===== config.mk =====
export PLATFORM = sky130hd
export DESIGN_NAME = hmwc_track
export DESIGN_NICKNAME = d
export VERILOG_FILES = /design/src/hw/rtl/hmwc_pkg.sv /design/src/hw/rtl/hmwc_track.sv
export SDC_FILE = /design/constraint.sdc
export NUM_CORES = 1
export LEC_CHECK = 0
export BUFFER_PORTS_ARGS = -buffer_cell sky130_fd_sc_hd__buf_2
export CORE_MARGIN = 4
export CORE_UTILIZATION = 50
export CTS_CLUSTER_SIZE = 16
export DETAILED_ROUTE_END_ITERATION = 6
export HOLD_SLACK_MARGIN = 0.15
export PLACE_DENSITY = 0.76
export SLEW_MARGIN = 20
export SYNTH_ARGS = -nofsm -noshare
export SYNTH_HDL_FRONTEND = slang
export SYNTH_SLANG_ARGS = --single-unit
export TNS_END_PERCENT = 20

===== constraint.sdc =====
create_clock -name clk -period 3.6 [get_ports clk]
set_input_delay 0.36 -clock clk [delete_from_list [all_inputs] [get_ports clk]]
set_output_delay 0.36 -clock clk [all_outputs]
set_load 0.01 [all_outputs]

===== src/hw/rtl/hmwc_pkg.sv =====
`timescale 1ns / 1ps
// ----------------------------------------------------------------------------
// hmwc_pkg: shared types and constants of the host mask width checker
// Holds the verdict codes, the character codes the scanner looks for and the
// record of running scan state passed between the tracker and the judge.
// ----------------------------------------------------------------------------
package hmwc_pkg;

  // Verdict codes.
  localparam logic [1:0] VERDICT_APPROVED    = 2'd0;
  localparam logic [1:0] VERDICT_OVERRIDABLE = 2'd1;
  localparam logic [1:0] VERDICT_REJECTED    = 2'd2;

  // Characters with a meaning of their own.
  localparam logic [7:0] CHAR_DOT   = 8'h2E;
  localparam logic [7:0] CHAR_STAR  = 8'h2A;
  localparam logic [7:0] CHAR_QUERY = 8'h3F;
  localparam logic [7:0] CHAR_SLASH = 8'h2F;
  localparam logic [7:0] CHAR_ZERO  = 8'h30;
  localparam logic [7:0] CHAR_NINE  = 8'h39;

  // Saturation limits and thresholds.
  localparam logic [2:0] DOT_MAX       = 3'd4;
  localparam logic [2:0] DOT_IP        = 3'd3;
  localparam logic [2:0] DOT_HOST_MIN  = 3'd2;
  localparam logic [5:0] PREFIX_MAX    = 6'd32;
  localparam logic [5:0] PREFIX_STEP   = 6'd8;
  localparam logic [5:0] SLASH_SAT     = 6'd33;
  localparam logic [5:0] IP_PREFIX_MIN = 6'd16;

  // Running state of one mask scan.
  typedef struct packed {
    logic       wild_in_last_field;
    logic       wild_in_prev_field;
    logic       any_wildcard;
    logic       looks_like_ip;
    logic [2:0] dot_count;
    logic [5:0] prefix_bits;
    logic       after_slash;
    logic [5:0] slash_value;
    logic       slash_bad;
    logic       slash_ready;
  } scan_state_t;

  localparam scan_state_t SCAN_STATE_INIT = '{
    wild_in_last_field: 1'b0,
    wild_in_prev_field: 1'b0,
    any_wildcard:       1'b0,
    looks_like_ip:      1'b1,
    dot_count:          3'd0,
    prefix_bits:        6'd0,
    after_slash:        1'b0,
    slash_value:        6'd0,
    slash_bad:          1'b0,
    slash_ready:        1'b0
  };

endpackage


===== src/hw/rtl/hmwc_track.sv =====
`timescale 1ns / 1ps
// ----------------------------------------------------------------------------
// hmwc_track: running scan state of the mask
// Folds one character into the scan state and holds that state between
// characters. The updated state is also given out for the verdict logic.
// ----------------------------------------------------------------------------
module hmwc_track (
  input  logic                 clk,
  input  logic                 rst,
  input  logic                 step,       // a character request advances
  input  logic [7:0]           char_code,
  input  logic                 has_char,
  input  logic                 last,
  output hmwc_pkg::scan_state_t state_next
);

  hmwc_pkg::scan_state_t state;

  // Fold one character into the state.
  function automatic hmwc_pkg::scan_state_t take_char(input hmwc_pkg::scan_state_t s,
                                                      input logic [7:0] c);
    hmwc_pkg::scan_state_t r;
    logic                  digit;
    logic [8:0]            value;
    logic [6:0]            prefix;
    r      = s;
    digit  = (c >= hmwc_pkg::CHAR_ZERO) && (c <= hmwc_pkg::CHAR_NINE);
    value  = 9'(s.slash_value) * 9'd10 + 9'(c - hmwc_pkg::CHAR_ZERO);
    prefix = 7'(s.prefix_bits) + 7'(hmwc_pkg::PREFIX_STEP);
    if (s.after_slash) begin
      if (digit) begin
        r.slash_value = (value > 9'(hmwc_pkg::SLASH_SAT)) ? hmwc_pkg::SLASH_SAT
                                                          : value[5:0];
        r.slash_ready = 1'b1;
      end else begin
        r.slash_bad = 1'b1;
      end
    end else if (c == hmwc_pkg::CHAR_DOT) begin
      r.wild_in_prev_field = s.wild_in_last_field;
      r.wild_in_last_field = 1'b0;
      if (s.dot_count < hmwc_pkg::DOT_MAX) begin
        r.dot_count = s.dot_count + 3'd1;
      end
      if (s.looks_like_ip && !s.any_wildcard) begin
        r.prefix_bits = (prefix > 7'(hmwc_pkg::PREFIX_MAX)) ? hmwc_pkg::PREFIX_MAX
                                                            : prefix[5:0];
      end
    end else if (c == hmwc_pkg::CHAR_STAR || c == hmwc_pkg::CHAR_QUERY) begin
      r.wild_in_last_field = 1'b1;
      r.any_wildcard       = 1'b1;
    end else if (c == hmwc_pkg::CHAR_SLASH) begin
      r.after_slash = 1'b1;
    end else if (!digit) begin
      r.looks_like_ip = 1'b0;
      r.prefix_bits   = 6'd0;
    end
    return r;
  endfunction

  // Next state with the current character taken in.
  always_comb begin
    state_next = has_char ? take_char(state, char_code) : state;
  end

  // The state returns to its initial values once a mask has ended.
  always_ff @(posedge clk) begin
    if (rst) begin
      state <= hmwc_pkg::SCAN_STATE_INIT;
    end else if (step) begin
      state <= last ? hmwc_pkg::SCAN_STATE_INIT : state_next;
    end
  end

endmodule


### Yosys cells after proc, flatten, opt, wreduce, memory -nomap -nowiden

Cells that the tools add are included.

| storage, ports and cells | value |
|---|---|
| logic and storage cells | 54 |
| input port bits | 13 |
| bits in registers | 22 |

| operators by class | value |
|---|---|
| reduce and logical (&&, ||, !) cells | 4 |
| magnitude comparators | 5 |
| add/subtract/negate cells | 4 |
| multipliers | 1 |
| muxes and demuxes | 26 |
| equal/unequal tests | 4 |

Operators by type and width:

| cell | number |
|---|---|
| 22-bit two-way mux | 2 |
| 6-bit two-way mux | 7 |
| 8-bit by 6-bit == test with 1-bit output, second input constant | 4 |
| 14-bit two-way mux | 1 |
| 1-bit two-way mux | 11 |
| 9-bit adder | 1 |
| 9-bit by 6-bit > comparator with 1-bit output, second input constant | 1 |
| 8-bit by 6-bit subtractor with 9-bit output, second input constant | 1 |
| 8-bit by 6-bit >= comparator with 1-bit output, second input constant | 1 |
| 8-bit by 6-bit <= comparator with 1-bit output, second input constant | 1 |
| 6-bit by 3-bit multiplier with 8-bit output, second input constant | 1 |
| 8-bit two-way mux | 1 |
| 6-bit by 4-bit adder with 7-bit output, second input constant | 1 |
| 7-bit by 6-bit > comparator with 1-bit output, second input constant | 1 |
| 7-bit two-way mux | 1 |
| 3-bit two-way mux | 2 |
| 3-bit by 1-bit adder with 3-bit output, second input constant | 1 |
| 3-bit < comparator, second input constant | 1 |
| 1-bit logical AND | 2 |
| 2-bit two-way mux | 1 |
| 1-bit zero test | 1 |
| 1-bit logical OR | 1 |

### Depth between registers and ports, before layout

| logic depth | value |
|---|---|
| word-level depth | 9 |
| mapped depth | 15 |
| mapped depth without buffers | 14 |

### Least setup slack after synthesis

No wires, ideal clock.

| timing | value |
|---|---|
| kind | register to output |
| start point | register state[4] (netlist bit) |
| end point | output state_next[6] (netlist bit) |
| path slack | 0.092 ns |
| path buffers | 1 |
| data arrival time | 3.148 ns |
| stages on the path, launching flop included | 16 |
| cell sequence | dfxtp_1 > ha_1 > ha_1 > a21o_1 > a21oi_1 > xor2_1 > ha_1 > inv_1 > ha_1 > or3b_1 > o211a_1 > o211ai_1 > a2111oi_4 > and2_1 > buf_6 > a22o_1 |

RTL lines:

| item | line | text |
|---|---|---|
| from (decl) | hmwc_track.sv:17 | `hmwc_pkg::scan_state_t state;` |
| from (signal assigned) | hmwc_track.sv:68 | `state <= hmwc_pkg::SCAN_STATE_INIT;` |
| from (signal assigned) | hmwc_track.sv:70 | `state <= last ? hmwc_pkg::SCAN_STATE_INIT : state_next;` |
| to (decl) | hmwc_track.sv:14 | `output hmwc_pkg::scan_state_t state_next` |

==> results.md <==
- Status: complete, but fails checks
- Violated checks: setup timing
- Global Route Usage Sum: 0.216
- WHS: 0.410 ns
- Final setup margin: -0.159 ns
- Detailed Route Iter0 Violations: 122
- Max Clk Rate: 0.266 GHz
- Core Region: 3470 µm²
- Worst skew pair latency: 0.26 ns
- Unrepaired setup endpoints after global routing: true
- Fin crit share: 1.04
- Worst Hold Class: input pin to flop
- CP required: 3.24 ns
- Post-synth EDFFs: 0
- Pre-CTS WS: -0.146 ns
- Die outline height: 69.2 µm
- Actual slew at the worst max-slew pin: 0.764 ns
- Initial core utilization: 0.539
- Layout cell share with drive strength beyond 1: 0.351
- Crit path top cell by count: ha_4
- Die footprint: 4780 µm²
- Post-synthesis sequential area ratio: 0.235
- Worst Clk Skew: 0.00421 ns
- Clk sinks: 22
- Top-Level Pins: 35
- Global-route wire length before repair: 8.51 mm
- Setup violators final: 6
- Slowest CP cell: fa_2
- Clock buffer depth: 2
- Worst Path Arrival: 3.40 ns
- Non-Filler Instances: 317
- Diodes inserted: 0
- DRT antenna net count: 0
- Largest net degree at the start of global routing: 17
- Leak pwr: 0.00117 µW
- Post-layout instance area: 2450 µm²
- Layout Area Growth over Synthesis: 30.9%
- Pre-antenna DRT Iters: 4
- Critical path fanouts, max: 7
- Ys flop type: dfxtp_1
- Via count: 1849
- Yosys cell types: 48
- Clk root buf: clkbuf_8
- Total Power: 581 µW
- Worst IR Drop VDD: 243 µV
- Vias in the first global route: 1839
- Largest registers: state: 22 flops
- IO buf count: 34
- Top cells by area, synth: dfxtp_1, ha_1, a21oi_1
- Gate Count Post-Synth: 222
- CP endpoint kind: output port
- DR DRC count: 0
- Max FFs per register: 22
- Dpl hpwl: 3.61 mm
- WL/cell: 16.8 µm
- DIE WIDTH: 69.2 µm
- H-Tree Depth: 1
- Area share of the largest cell type after synthesis: 0.235
- FF+latch count, synth: 22
- Row count: 21
- Avg Synthesized Cell Area: 8.43 µm²
- CTS Hold Bufs: 0
- Critical path class: flop to output port
- Slowest stage delay, CP: 0.58 ns
- CP Cell Sequence: ha_4 > ha_4 > fa_2 > ha_4 > ha_4 > buf_4 > nor2_4 > nor2_1 > xnor2_2 > a2111oi_4 > and2_4 > a22o_1 > buf_2
- Power Density: 237 nW/µm²
- CTS tree: built
- Nets: 310
- Worst setup SP type: flop
- Total grt overflow: 0
- Initial antenna violation count: 0
- Crit path time final: 3.76 ns
- Post-synthesis cell area: 1870 µm²
- TritonCTS buffer count: 3
- Hold Vio Cnt, Final: 0
- RD Place Congestion: 0.870
- Max_cap viols: 0
- Syn Nets: 260
- Relative slew slack: 0.489
- Most frequent cell after synthesis: ha_1
- Final Max Tran Viols: 0
- WL final: 5.32 mm
- Top reg by flops: state
- Worst-path clk slew: 0.08 ns
- Post-synth ARST share: 0
- Placed Instances: 312
- Post-DR vias/cell: 5.83
- Synth area leader: dfxtp_1
- Top post-synthesis cells by count: ha_1, dfxtp_1, nor2_1
- Yosys warns: 0
- DP Area: 2190 µm²
-- cells by family after synthesis --
logic type / share of synthesized area
AOI/OAI and AO/OA: 0.272
xor gates and xnor gates: 0.0468
adders and majority gates: 0.175
buffers and inverters: 0.0522
DFF: 0.235
muxes: 0.0120
and+or+nand+nor: 0.207
-- cells in the final DEF (no fill, tap or decap), types with 4 or more instances in the layout --
cell type,instances
nand3_1,5
o21a_1,4
buf_4,17
a22o_1,7
and2_1,5
xnor2_1,5
dfxtp_2,4
inv_1,14
a32o_1,4
a21oi_2,4
a21o_1,9
a21oi_1,17
dfxtp_1,18
ha_1,12
nor2b_1,5
nor2_1,21
ha_4,10
nand2_1,12
inv_2,4
nand2b_1,4
buf_2,34
-- layer usage --
metal / GRT usage / wire length (µm)
met1: 0.278 / 2410
met2: 0.359 / 2590
met3: 0.0509 / 255
met4: 0.0564 / 57
met5: 0 / 0
-- timing repair --
action,in CTS,in global routing
pin swaps,14,3
setup buffers,1,0
gates resized for setup,27,4
endpoints found under the setup margin,6,6
cloned,0,0
-- cell type report --
cell class / count / area [µm²]
fillers: 284 / 1020
multi-input cells: 176 / 1510
clock buffers: 3 / 41.3
flip-flops and latches: 22 / 445
clock inverters: 1 / 30.0
well taps: 46 / 57.6
inverters: 18 / 67.6
repair buffers: 51 / 298
-- report_power, final --
group | internal (µW) | switching, µW | total (µW) | leakage, µW
Combinational | 43.6 | 61.6 | 105 | 0.000956
Clock | 149 | 82.8 | 231 | 0.0000357
Sequential | 244 | 0.880 | 245 | 0.000179
Total | 436 | 145 | 581 | 0.00117
-- critical path: cells and delay by family, from the launching register on --
kind	cells	cell delay, ns
flops	1	0.34
simple gates	3	0.48
buf+inv	2	0.28
compound gates	2	0.50
fa+ha+maj	5	1.38
xor+xnor	1	0.17
-- stage by stage --
| stage | setup TNS [ns] | utilization |
|---|---|---|
| 6_report | -0.845 | 0.706 |
| 5_1_grt | -1.48 | 0.706 |
| 4_1_cts | -0.369 | 0.700 |
| 3_5_place_dp | -0.819 | 0.631 |
| 3_3_place_gp | -0.762 | 0.631 |
| 2_1_floorplan | 0 | - |
-- path summary, 6_finish.rpt --
path,cells past startpoint,endpoint,from,slack (ns)
worst min-delay path,2,state[20],rst,0.41
worst min register to register,2,state[20],state[20],0.48
worst max register to register,14,state[7],state[5],0.34
worst max-delay path,13,state_next[6],state[5],-0.16
Power figures use the tool's default switching activity.
